===== config.mk =====
export PLATFORM = sky130hd
export DESIGN_NAME = sync_length_frame_deframer
export DESIGN_NICKNAME = d
export VERILOG_FILES = /design/src/hw/rtl/sld_pkg.sv /design/src/hw/rtl/sld_cfg_regs.sv /design/src/hw/rtl/sld_parser.sv /design/src/hw/rtl/sld_out_reg.sv /design/src/hw/rtl/sync_length_frame_deframer.sv
export SDC_FILE = /design/constraint.sdc
export NUM_CORES = 1
export LEC_CHECK = 0
export BUFFER_PORTS_ARGS = -buffer_cell sky130_fd_sc_hd__buf_4
export CELL_PAD_IN_SITES_DETAIL_PLACEMENT = 0
export CELL_PAD_IN_SITES_GLOBAL_PLACEMENT = 2
export CORE_ASPECT_RATIO = 1.75
export CORE_MARGIN = 2
export CORE_UTILIZATION = 39
export DETAILED_ROUTE_END_ITERATION = 6
export GPL_TIMING_DRIVEN = 1
export PLACE_DENSITY = 0.92
export SETUP_SLACK_MARGIN = 0.4
export SYNTH_ARGS = -nofsm -noshare
export SYNTH_HDL_FRONTEND = slang
export SYNTH_SLANG_ARGS = --single-unit

===== constraint.sdc =====
create_clock -name aclk -period 8.82 [get_ports aclk]
set_input_delay 0.441 -clock aclk [delete_from_list [all_inputs] [get_ports aclk]]
set_output_delay 0.441 -clock aclk [all_outputs]
set_load 0.1 [all_outputs]

===== src/hw/rtl/sld_pkg.sv =====
package sld_pkg;

    localparam int MAX_PAYLOAD_DEFAULT = 256;

    localparam int BYTE_W   = 8;
    localparam int WORD_W   = 16;
    localparam int STATUS_W = 2;
    localparam int CFG_IDX_W  = 2;
    localparam int CFG_DATA_W = 16;

    localparam logic [CFG_IDX_W-1:0] CFG_SYNC_FIRST     = 2'd0;
    localparam logic [CFG_IDX_W-1:0] CFG_SYNC_SECOND    = 2'd1;
    localparam logic [CFG_IDX_W-1:0] CFG_CHECK_EXPECTED = 2'd2;

    localparam logic [BYTE_W-1:0] SYNC_FIRST_RESET     = 8'h6D;
    localparam logic [BYTE_W-1:0] SYNC_SECOND_RESET    = 8'h62;
    localparam logic [WORD_W-1:0] CHECK_EXPECTED_RESET = 16'hCACB;

    localparam logic KIND_DATA = 1'b0;
    localparam logic KIND_END  = 1'b1;

    localparam logic [STATUS_W-1:0] STATUS_GOOD     = 2'd0;
    localparam logic [STATUS_W-1:0] STATUS_MISMATCH = 2'd1;
    localparam logic [STATUS_W-1:0] STATUS_ABORTED  = 2'd2;

    typedef struct packed {
        logic [BYTE_W-1:0] sync_first;
        logic [BYTE_W-1:0] sync_second;
        logic [WORD_W-1:0] check_expected;
    } cfg_t;

    typedef struct packed {
        logic                item_kind;
        logic [BYTE_W-1:0]   payload_byte;
        logic [BYTE_W-1:0]   byte_index;
        logic [WORD_W-1:0]   command_id;
        logic [WORD_W-1:0]   frame_length;
        logic [STATUS_W-1:0] frame_status;
        logic                frame_last;
    } result_t;

endpackage


===== src/hw/rtl/sld_cfg_regs.sv =====
module sld_cfg_regs (
    input  logic                           aclk,
    input  logic                           aresetn,
    input  logic                           cfg_wr_en,
    input  logic [sld_pkg::CFG_IDX_W-1:0]  cfg_index,
    input  logic [sld_pkg::CFG_DATA_W-1:0] cfg_wr_data,
    output sld_pkg::cfg_t                  cfg
);
    import sld_pkg::*;

    cfg_t cfg_reg;

    always_ff @(posedge aclk) begin
        if (!aresetn) begin
            cfg_reg.sync_first     <= SYNC_FIRST_RESET;
            cfg_reg.sync_second    <= SYNC_SECOND_RESET;
            cfg_reg.check_expected <= CHECK_EXPECTED_RESET;
        end else if (cfg_wr_en) begin
            unique case (cfg_index)
                CFG_SYNC_FIRST:     cfg_reg.sync_first     <= cfg_wr_data[BYTE_W-1:0];
                CFG_SYNC_SECOND:    cfg_reg.sync_second    <= cfg_wr_data[BYTE_W-1:0];
                CFG_CHECK_EXPECTED: cfg_reg.check_expected <= cfg_wr_data[WORD_W-1:0];
                default: ;
            endcase
        end
    end

    assign cfg = cfg_reg;

endmodule


===== src/hw/rtl/sld_parser.sv =====
module sld_parser #(
    parameter int MAX_PAYLOAD = sld_pkg::MAX_PAYLOAD_DEFAULT
) (
    input  logic                       aclk,
    input  logic                       aresetn,
    input  logic                       in_valid,
    input  logic [sld_pkg::BYTE_W-1:0] in_byte,
    input  sld_pkg::cfg_t              cfg,
    output logic                       res_valid,
    output sld_pkg::result_t           res
);
    import sld_pkg::*;

    localparam int CNT_W = $clog2(MAX_PAYLOAD);
    localparam logic [WORD_W-1:0] LIMIT = WORD_W'(MAX_PAYLOAD - 2);

    localparam logic [3:0] PH_HUNT  = 4'd0;
    localparam logic [3:0] PH_SYNC2 = 4'd1;
    localparam logic [3:0] PH_CMD0  = 4'd2;
    localparam logic [3:0] PH_CMD1  = 4'd3;
    localparam logic [3:0] PH_LEN0  = 4'd4;
    localparam logic [3:0] PH_LEN1  = 4'd5;
    localparam logic [3:0] PH_DATA  = 4'd6;
    localparam logic [3:0] PH_CHK0  = 4'd7;
    localparam logic [3:0] PH_CHK1  = 4'd8;

    logic [3:0]        phase_reg, phase_next;
    logic [WORD_W-1:0] cmd_reg, cmd_next;
    logic [WORD_W-1:0] len_reg, len_next;
    logic [CNT_W-1:0]  count_reg, count_next;
    logic [BYTE_W-1:0] chk_low_reg, chk_low_next;
    logic [WORD_W-1:0] count_ext;
    logic [WORD_W-1:0] len_full;
    logic              take_data;

    assign count_ext = WORD_W'(count_reg);
    assign len_full  = {in_byte, len_reg[BYTE_W-1:0]};
    assign take_data = (count_ext < len_reg) && (count_ext < LIMIT);

    always_comb begin
        phase_next   = phase_reg;
        cmd_next     = cmd_reg;
        len_next     = len_reg;
        count_next   = count_reg;
        chk_low_next = chk_low_reg;
        res_valid    = 1'b0;
        res          = '0;
        unique case (phase_reg)
            PH_SYNC2: begin
                phase_next = (in_byte == cfg.sync_second) ? PH_CMD0 : PH_HUNT;
            end
            PH_CMD0: begin
                cmd_next   = WORD_W'(in_byte);
                phase_next = PH_CMD1;
            end
            PH_CMD1: begin
                cmd_next   = {in_byte, cmd_reg[BYTE_W-1:0]};
                phase_next = PH_LEN0;
            end
            PH_LEN0: begin
                len_next   = WORD_W'(in_byte);
                phase_next = PH_LEN1;
            end
            PH_LEN1: begin
                len_next   = len_full;
                phase_next = (len_full == '0) ? PH_CHK0 : PH_DATA;
            end
            PH_DATA: begin
                res_valid = 1'b1;
                if (take_data) begin
                    res.item_kind    = KIND_DATA;
                    res.payload_byte = in_byte;
                    res.byte_index   = BYTE_W'(count_reg);
                    count_next       = CNT_W'(count_ext + 1'b1);
                    if (count_ext + 1'b1 == len_reg) begin
                        phase_next = PH_CHK0;
                    end
                end else begin
                    // drop the byte and close the frame
                    res.item_kind    = KIND_END;
                    res.command_id   = cmd_reg;
                    res.frame_length = len_reg;
                    res.frame_status = STATUS_ABORTED;
                    res.frame_last   = 1'b1;
                    phase_next       = PH_HUNT;
                end
            end
            PH_CHK0: begin
                chk_low_next = in_byte;
                phase_next   = PH_CHK1;
            end
            PH_CHK1: begin
                res_valid        = 1'b1;
                res.item_kind    = KIND_END;
                res.command_id   = cmd_reg;
                res.frame_length = len_reg;
                res.frame_status = ({in_byte, chk_low_reg} == cfg.check_expected) ?
                                   STATUS_GOOD : STATUS_MISMATCH;
                res.frame_last   = 1'b1;
                phase_next       = PH_HUNT;
            end
            default: begin
                if (in_byte == cfg.sync_first) begin
                    cmd_next   = '0;
                    len_next   = '0;
                    count_next = '0;
                    phase_next = PH_SYNC2;
                end else begin
                    phase_next = PH_HUNT;
                end
            end
        endcase
        if (!in_valid) begin
            phase_next   = phase_reg;
            cmd_next     = cmd_reg;
            len_next     = len_reg;
            count_next   = count_reg;
            chk_low_next = chk_low_reg;
            res_valid    = 1'b0;
        end
    end

    always_ff @(posedge aclk) begin
        if (!aresetn) begin
            phase_reg   <= PH_HUNT;
            cmd_reg     <= '0;
            len_reg     <= '0;
            count_reg   <= '0;
            chk_low_reg <= '0;
        end else begin
            phase_reg   <= phase_next;
            cmd_reg     <= cmd_next;
            len_reg     <= len_next;
            count_reg   <= count_next;
            chk_low_reg <= chk_low_next;
        end
    end

    a_count_within_limit: assert property (@(posedge aclk) disable iff (!aresetn)
        WORD_W'(count_reg) <= LIMIT)
        else $error("payload count beyond limit");

    a_data_has_length: assert property (@(posedge aclk) disable iff (!aresetn)
        phase_reg == PH_DATA |-> len_reg != '0)
        else $error("payload phase with zero length");

    a_check_closes_frame: assert property (@(posedge aclk) disable iff (!aresetn)
        in_valid && phase_reg == PH_CHK1 |-> res_valid && res.item_kind == KIND_END)
        else $error("second check byte gave no frame end");

    a_index_advances: assert property (@(posedge aclk) disable iff (!aresetn)
        res_valid && res.item_kind == KIND_DATA
        |=> count_reg == CNT_W'(WORD_W'($past(count_reg)) + 1'b1))
        else $error("payload index did not advance");

endmodule


===== src/hw/rtl/sld_out_reg.sv =====
module sld_out_reg (
    input  logic             aclk,
    input  logic             aresetn,
    input  logic             in_valid,
    input  sld_pkg::result_t in_res,
    output logic             in_ready,
    output logic             out_valid,
    input  logic             out_ready,
    output sld_pkg::result_t out_res
);
    import sld_pkg::*;

    logic    valid_reg;
    result_t res_reg;

    assign in_ready = !valid_reg || out_ready;

    always_ff @(posedge aclk) begin
        if (!aresetn) begin
            valid_reg <= 1'b0;
        end else if (in_ready) begin
            valid_reg <= in_valid;
        end
    end

    always_ff @(posedge aclk) begin
        if (in_ready && in_valid) begin
            res_reg <= in_res;
        end
    end

    assign out_valid = valid_reg;
    assign out_res   = res_reg;

endmodule


===== src/hw/rtl/sync_length_frame_deframer.sv =====
// Sync-header, length-prefixed frame deframer.
// Input channel (s_valid/s_ready/s_rx_byte) takes one received byte per beat.
// The block hunts for the two sync bytes, reads a little-endian command id
// and length, streams the payload, then reads a two-byte check word.
// Result channel (m_*) carries one beat per payload byte (with its index) and
// one frame-end beat with command, length and status after the last check
// byte, or when a payload overruns MAX_PAYLOAD - 2 bytes (that byte is dropped).
// Configuration writes (cfg_wr_en/cfg_index/cfg_wr_data) take effect at once;
// issue them only while the block is idle.
// A result is registered and appears on m_* in the cycle after its byte is accepted.
// Throughput: one byte per cycle while the output is not stalled, set by the parse
// state machine feeding one output register.
// Stall: with the output register full and m_ready low, s_ready drops and
// the parser holds its state.
// Reset (aresetn low, synchronous): hunting for the first sync byte, output
// empty, registers back to their default values.
module sync_length_frame_deframer #(
    parameter int MAX_PAYLOAD = sld_pkg::MAX_PAYLOAD_DEFAULT
) (
    input  logic                           aclk,
    input  logic                           aresetn,
    input  logic                           s_valid,
    output logic                           s_ready,
    input  logic [sld_pkg::BYTE_W-1:0]     s_rx_byte,
    output logic                           m_valid,
    input  logic                           m_ready,
    output logic                           m_item_kind,
    output logic [sld_pkg::BYTE_W-1:0]     m_payload_byte,
    output logic [sld_pkg::BYTE_W-1:0]     m_byte_index,
    output logic [sld_pkg::WORD_W-1:0]     m_command_id,
    output logic [sld_pkg::WORD_W-1:0]     m_frame_length,
    output logic [sld_pkg::STATUS_W-1:0]   m_frame_status,
    output logic                           m_frame_last,
    input  logic                           cfg_wr_en,
    input  logic [sld_pkg::CFG_IDX_W-1:0]  cfg_index,
    input  logic [sld_pkg::CFG_DATA_W-1:0] cfg_wr_data
);
    import sld_pkg::*;

    cfg_t    cfg;
    result_t parse_res;
    result_t out_res;
    logic    parse_valid;
    logic    in_ready;

    assign s_ready = in_ready;

    sld_cfg_regs u_cfg (
        .aclk        (aclk),
        .aresetn     (aresetn),
        .cfg_wr_en   (cfg_wr_en),
        .cfg_index   (cfg_index),
        .cfg_wr_data (cfg_wr_data),
        .cfg         (cfg)
    );

    sld_parser #(
        .MAX_PAYLOAD (MAX_PAYLOAD)
    ) u_parser (
        .aclk      (aclk),
        .aresetn   (aresetn),
        .in_valid  (s_valid && in_ready),
        .in_byte   (s_rx_byte),
        .cfg       (cfg),
        .res_valid (parse_valid),
        .res       (parse_res)
    );

    sld_out_reg u_out (
        .aclk      (aclk),
        .aresetn   (aresetn),
        .in_valid  (parse_valid),
        .in_res    (parse_res),
        .in_ready  (in_ready),
        .out_valid (m_valid),
        .out_ready (m_ready),
        .out_res   (out_res)
    );

    assign m_item_kind    = out_res.item_kind;
    assign m_payload_byte = out_res.payload_byte;
    assign m_byte_index   = out_res.byte_index;
    assign m_command_id   = out_res.command_id;
    assign m_frame_length = out_res.frame_length;
    assign m_frame_status = out_res.frame_status;
    assign m_frame_last   = out_res.frame_last;

endmodule


======== Word-level counts from Yosys, hierarchy flattened ========
Index checks and enable logic that the tools add are counted.
Widths: inputs -> output; s select.
word-level totals
  bits in registers ....................... 137
  bits of input ports ..................... 31
  ROM bits ................................ 0
  memories kept ........................... 0
  bits in writable memories ............... 0
  output and inout port bits .............. 54
  logic and storage cells ................. 88
  bits in latches ......................... 0
cells by class
  shifts and indexed selects .............. 0
  equal/unequal tests ..................... 16
  div/mod/pow operators ................... 0
  bitwise gates (word level) .............. 5
  add/sub/neg operators ................... 1
  multiplexer cells ....................... 19
  $lt $le $gt $ge ......................... 2
  reduce and logical (&&, ||, !) cells .... 27
  multipliers ............................. 0
operator list
  cell                 count
  $pmux 16 s3          2
  $pmux 35 s2          1
  $mux 35              1
  $eq 16x16->1         2
  $pmux 4 s8           1
  $eq 4x3->1 const B   4
  $eq 8x8->1           2
  $logic_not 16->1     1
  $lt 8x16->1          1
  $mux 16              1
  $mux 8               2
  $pmux 8 s2           1
  $reduce_and 2->1     6
  $reduce_and 4->1     3
  $reduce_or 6->1      2
  $add 8x1->9 const B  1
  $eq 4x2->1 const B   2
  $lt 8x8->1 const B   1
  $mux 4               2
  $reduce_or 7->1      1
  $mux 1               6
  $reduce_and 3->1     2
  $reduce_bool 2->1    3
  $reduce_bool 3->1    2
  14 further kinds     20

======== Depth between registers and ports, before layout ========
  depth after elaboration ................. 5
  mapped depth ............................ 9

======== Hierarchy ========
Synthesis repeated with hierarchy kept, for this count alone.
second synthesis, totals
  cells, all modules ...................... 644
  area total of the unflattened synthesis .. 6,673.9 sq um
by module, submodules not included
  module                      cells each  times used  area each (sq um)
  sld_parser                  452         1           3,703.6
  sld_out_reg                 57          1           1,619.1
  sld_cfg_regs                134         1           1,345.0
  sync_length_frame_deframer  1           1           6.3

======== Least setup slack after synthesis ========
No wires, ideal clock.
  path type ............................... flip-flop to flip-flop
  start ................................... register u_out.valid_reg (netlist: u_out.out_valid)
  end ..................................... register u_out.res_reg, in the netlist u_out.out_res[0] (enable)
  path slack .............................. 2.921 ns
  period minus slack after synthesis ...... 5.899 ns
  required time ........................... 8.295 ns
  stages on the path, launching flop included .. 5
  setup time .............................. 0.525 ns
  arrival time ............................ 5.374 ns
  path through ............................ dfxtp_1 -> nor2b_1 -> inv_1 -> nand2_1 -> nor3_1
on the way
  longest elaborated chain between the ends .. 5
RTL lines
  item                    RTL line                          source
  from (decl)             sld_out_reg.sv:13                 logic valid_reg;
  from (signal assigned)  sld_out_reg.sv:22                 valid_reg <= in_valid;
  $logic_not 1->1 *       sld_out_reg.sv:16                 assign in_ready = !valid_reg || out_ready;
  $logic_or 1x1->1 *      sld_out_reg.sv:16
  via s_ready             sync_length_frame_deframer.sv:23  output logic s_ready,
  $logic_and 1x1->1       sync_length_frame_deframer.sv:62  .in_valid (s_valid && in_ready),
  $mux 1                  sld_parser.sv:113                 if (!in_valid) begin
  $logic_and 1x1->1 *     sld_out_reg.sv:27                 if (in_ready && in_valid) begin
  to (signal assigned)    sld_out_reg.sv:28                 res_reg <= in_res;
  to (decl)               sld_out_reg.sv:14                 result_t res_reg;
The timed path passes the listed nets; every way through them passes the cells marked *.
A chain may end at the register's enable or synchronous reset.

==> flow_summary_export.csv <==
group,metric,value,unit
status,outcome,"completed",
grt,grt-busiest-layer,"met2",
grt,global_route.overflow_total,0,
power,power.ir.vdd_worst,0.1299,mV
routing,vias_per_cell,5.259,
logic_synthesis,postSynthCellCount,631,
placed_design,gp_congestion,0.8777,
critical_path,regToRegSetupSlack,5.56,ns
sta,worstMarginPinSlew,1.104,ns
logic_synthesis,synth.yosys.warnings,0,
power,totalPowerFinal,0.001509,W
critical_path,cpPeakStageDelay,0.85,ns
logic_synthesis,synth_area_leader_cell,"dfxtp_1",
sta,timing.setup.tns,0,ns
logic_synthesis,synth-main-ff-cell,"dfxtp_1",
die,die-width,99.71,um
power,reported_leakage_power,2.900,nW
clock_network,deepest_level_of_the_cts_h_tree,4,
clock_network,ctsResizeCount,0,
logic_synthesis,yosys.cell_types.count,50,
critical_path,worst-endpoint-arrival,3.54,ns
critical_path,crit-reg2reg-capture,"u_out.out_res[7]",
placed_design,place.detailed.hpwl,11080,um
critical_path,critical-path-top-delay-family,"compound AO/OA/AOI/OAI gates",
logic_synthesis,yosys.area_share.adder,1.801,%
logic_synthesis,post_synth.cell_area_avg,9.908,um^2
logic_synthesis,synth_simple_gate_area_share,21.73,%
sta,finalSetupViolCount,0,
die,core_region_area,15800,um^2
logic_synthesis,post_synth_mux_area_share,6.564,%
logic_synthesis,synth-seq-area-share,51.71,%
logic_synthesis,synth_top_family_by_area,"simple AND/OR/NAND/NOR gates",
clock_network,cts.reportedPaths.clkPinSlew,0.07,ns
die,io_pins,85,
critical_path,worstRegToRegCells,6,
logic_synthesis,yosys.area_share.xor_xnor,5.463,%
clock_network,post-cts-setup-buffers,0,
clock_network,cts.sink_count,136,
placed_design,io_port_bufs,84,
die,num_rows,61,
critical_path,crit_slowest_cell,"a21oi_2",
logic_synthesis,post_synth_instance_area,6252,um^2
critical_path,worstSetupEndpointType,"flip-flop",
grt,number_of_antenna_violations_at_the_first_check_in_global_routing,0,
sta,final.min_clock_period,3.259,ns
job,maxCapViolCount,0,
clock_network,post_cts_hold_buffer_count,0,
die,initial_core_utilization,39.57,%
die,floorplan.die.height,171.5,um
grt,grt_use_met1,20.05,%
critical_path,setup.worst_path.start_class,"flip-flop",
critical_path,source_of_the_worst_register_to_register_timing_path,"u_parser.len_reg[12]",
sta,final_clock_period_utilization_by_the_worst_path,36.96,%
sta,fmax,0.3068,GHz
clock_network,cts_root_buf,"clkbuf_16",
power,cellPowerDensity,198.6,nW/um^2
logic_synthesis,post-synth-top-area-fraction,27.22,%
logic_synthesis,synth_area_leaders,"dfxtp_1 27%, edfxtp_1 24%, mux2i_1 6.6%",
routing,drt_pre_antenna_iters,5,
die,floorplan.die_area,17100,um^2
sta,grt_setup_unrepaired,"false",
grt,gr-usage-all-layers,18.86,%
routing,final_antenna_net_count,0,
final_layout,largest_register_ffs,51,
sta,timing.final.hold_violations,0,
critical_path,critical_path_cell_count,6,
final_layout,num_antenna_cells,0,
logic_synthesis,yosys_register_bits,136,
logic_synthesis,syn-num-nets,671,
sta,timing.max_slew.rel_slack,25.82,%
critical_path,critPathBufInv,0,
grt,vias_in_the_first_global_route,4679,
routing,routedWlPerCell,17.51,um
clock_network,tritoncts_clock_tree,"done",
grt,wire_length_of_the_first_global_routing_pass,24450,um
critical_path,cells_traversed_along_the_worst_timing_path,"nor4_1 > nand3b_1 > a2111oi_4 > o31ai_1 > a21oi_2 > and2_1",
critical_path,setup.worst_path.class,"flip-flop to flip-flop",
critical_path,critical_path.startpoint,"u_parser.len_reg[12]",
routing,first_iter_violations,194,
routing,vias,4738,
final_layout,fraction_of_layout_instances_using_a_drive_strength_above_1,18.12,%
logic_synthesis,synth-edff-count,51,
logic_synthesis,synth_compound_gate_area_share,8.825,%
logic_synthesis,asyncSetResetFlopFracSynth,0,%
grt,largest_net_degree_at_the_start_of_global_routing,52,
hold_path,min_path_type,"primary input to flip-flop",
grt,grt_util_met2,36.16,%
sta,timing_max_transition_violations_final,0,
routing,routed_wl,15780,um
clock_network,clk_latency,0.42,ns
critical_path,worst-endpoint-required,9.10,ns
sta,clock-skew-final,0.01111,ns
grt,use_met3,4.063,%
final_layout,area_growth_syn_to_layout,21.51,%
final_layout,final_net_count,739,
clock_network,cts_inserted_buffers,17,
critical_path,path_max_fanout,33,
routing,remaining_drc_errors,0,
clock_network,ctsLongestPathBuffers,2,
critical_path,critical_path_end,"u_out.out_res[7]",
==> worst min-delay path by stage <==
stage,startpoint,end,slack [ns],cells past startpoint
3_3_place_gp,u_parser.cmd_reg[5],u_parser.cmd_reg[5],0.44,2
4_1_cts,cfg_wr_data[15],u_cfg.cfg[15],0.21,3
5_1_grt,cfg_wr_data[9],u_cfg.cfg[9],0.22,3
3_5_place_dp,u_parser.cmd_reg[11],u_parser.cmd_reg[11],0.45,2
2_1_floorplan,u_parser.cmd_reg[0],u_parser.cmd_reg[0],0.43,2
6_report,cfg_wr_data[15],u_cfg.cfg[15],0.22,3
==> layer usage <==
layer | routed length (um) | vias up
met3 | 613 | 17
met2 | 8771 | 132
met4 | 289 | 0
met5 | 0 | -
li1 | - | 2332
met1 | 6103 | 2257
==> power breakdown <==
| group | internal [W] | leakage, nW | total, W | switching (W) |
|---|---|---|---|---|
| combinational | 0.0000373 | 1.44 | 0.000103 | 0.0000653 |
| clock | 0.000452 | 0.302 | 0.000740 | 0.000288 |
| sequential | 0.000657 | 1.16 | 0.000667 | 0.00000966 |
==> placed cells by master (no fill, tap or decap), drive strengths merged, types with 8 or more instances in the layout <==
cell type | netlist | layout
nor2 | 24 | 24
nor2b | 17 | 17
nand4 | 8 | 8
xor2 | 9 | 9
mux2i | 41 | 41
and2 | 44 | 44
clkbuf | 21 | 18
a22o | 8 | 8
a21boi | 12 | 12
dfxtp | 85 | 85
nand2 | 90 | 90
a21oi | 13 | 13
ha | 9 | 9
o21ai | 23 | 23
nor3 | 18 | 18
nand3 | 41 | 41
inv | 18 | 25
xnor2 | 30 | 30
edfxtp | 51 | 51
buf | 19 | 88
nor4 | 11 | 11
==> synthesized netlist by cell type, types with 11 or more instances <==
master    count
xnor2_1      30
nor2b_1      17
a21boi_0     11
and2_1       44
nor2_1       24
o21ai_0      19
a21oi_1      12
nor4_1       11
clkbuf_1     21
buf_2        18
inv_1        18
mux2i_1      41
nor3_1       18
nand2_1      90
edfxtp_1     51
nand3_1      41
dfxtp_1      85
==> worst min-delay path, stage by stage <==
cell and delay, ns:
buf_4 0.07, nand2_1 0.03, nand3_1 0.06
==> stage by stage <==
step	instance area (um^2)	utilization (%)	hold slack (ns)	setup WS [ns]	std cells
detailed placement	6978	44.17	0.4455	5.484	868
global route	7597	48.09	0.2225	5.292	901
floorplan	6252	-	0.4301	2.921	631
CTS	7592	48.06	0.2138	5.475	900
global placement	6978	44.17	0.4404	5.641	868
finish	7597	48.09	0.2216	5.561	901
==> logic make-up (layout without fill, tap and decap cells) <==
group | count (synthesis) | in the layout
AO/OA/AOI/OAI | 78 | 78
XOR/XNOR | 39 | 39
adder cells (fa/ha/maj) | 9 | 9
buffers and inverters | 58 | 139
flip-flops | 136 | 136
multiplexers | 41 | 41
AND/OR/NAND/NOR | 270 | 270
==> cell type report <==
| cell class | count | area, um^2 |
|---|---|---|
| Inverter | 18 | 67.56 |
| Clock inverter | 15 | 188.9 |
| Sequential cell | 136 | 3233 |
| Clock buffer | 17 | 425.4 |
| Tap cell | 189 | 236.5 |
| Multi-Input combinational cell | 437 | 2780 |
| Fill cell | 1476 | 8202 |
| Timing Repair Buffer | 89 | 665.6 |
Power figures use the tool's default switching activity.
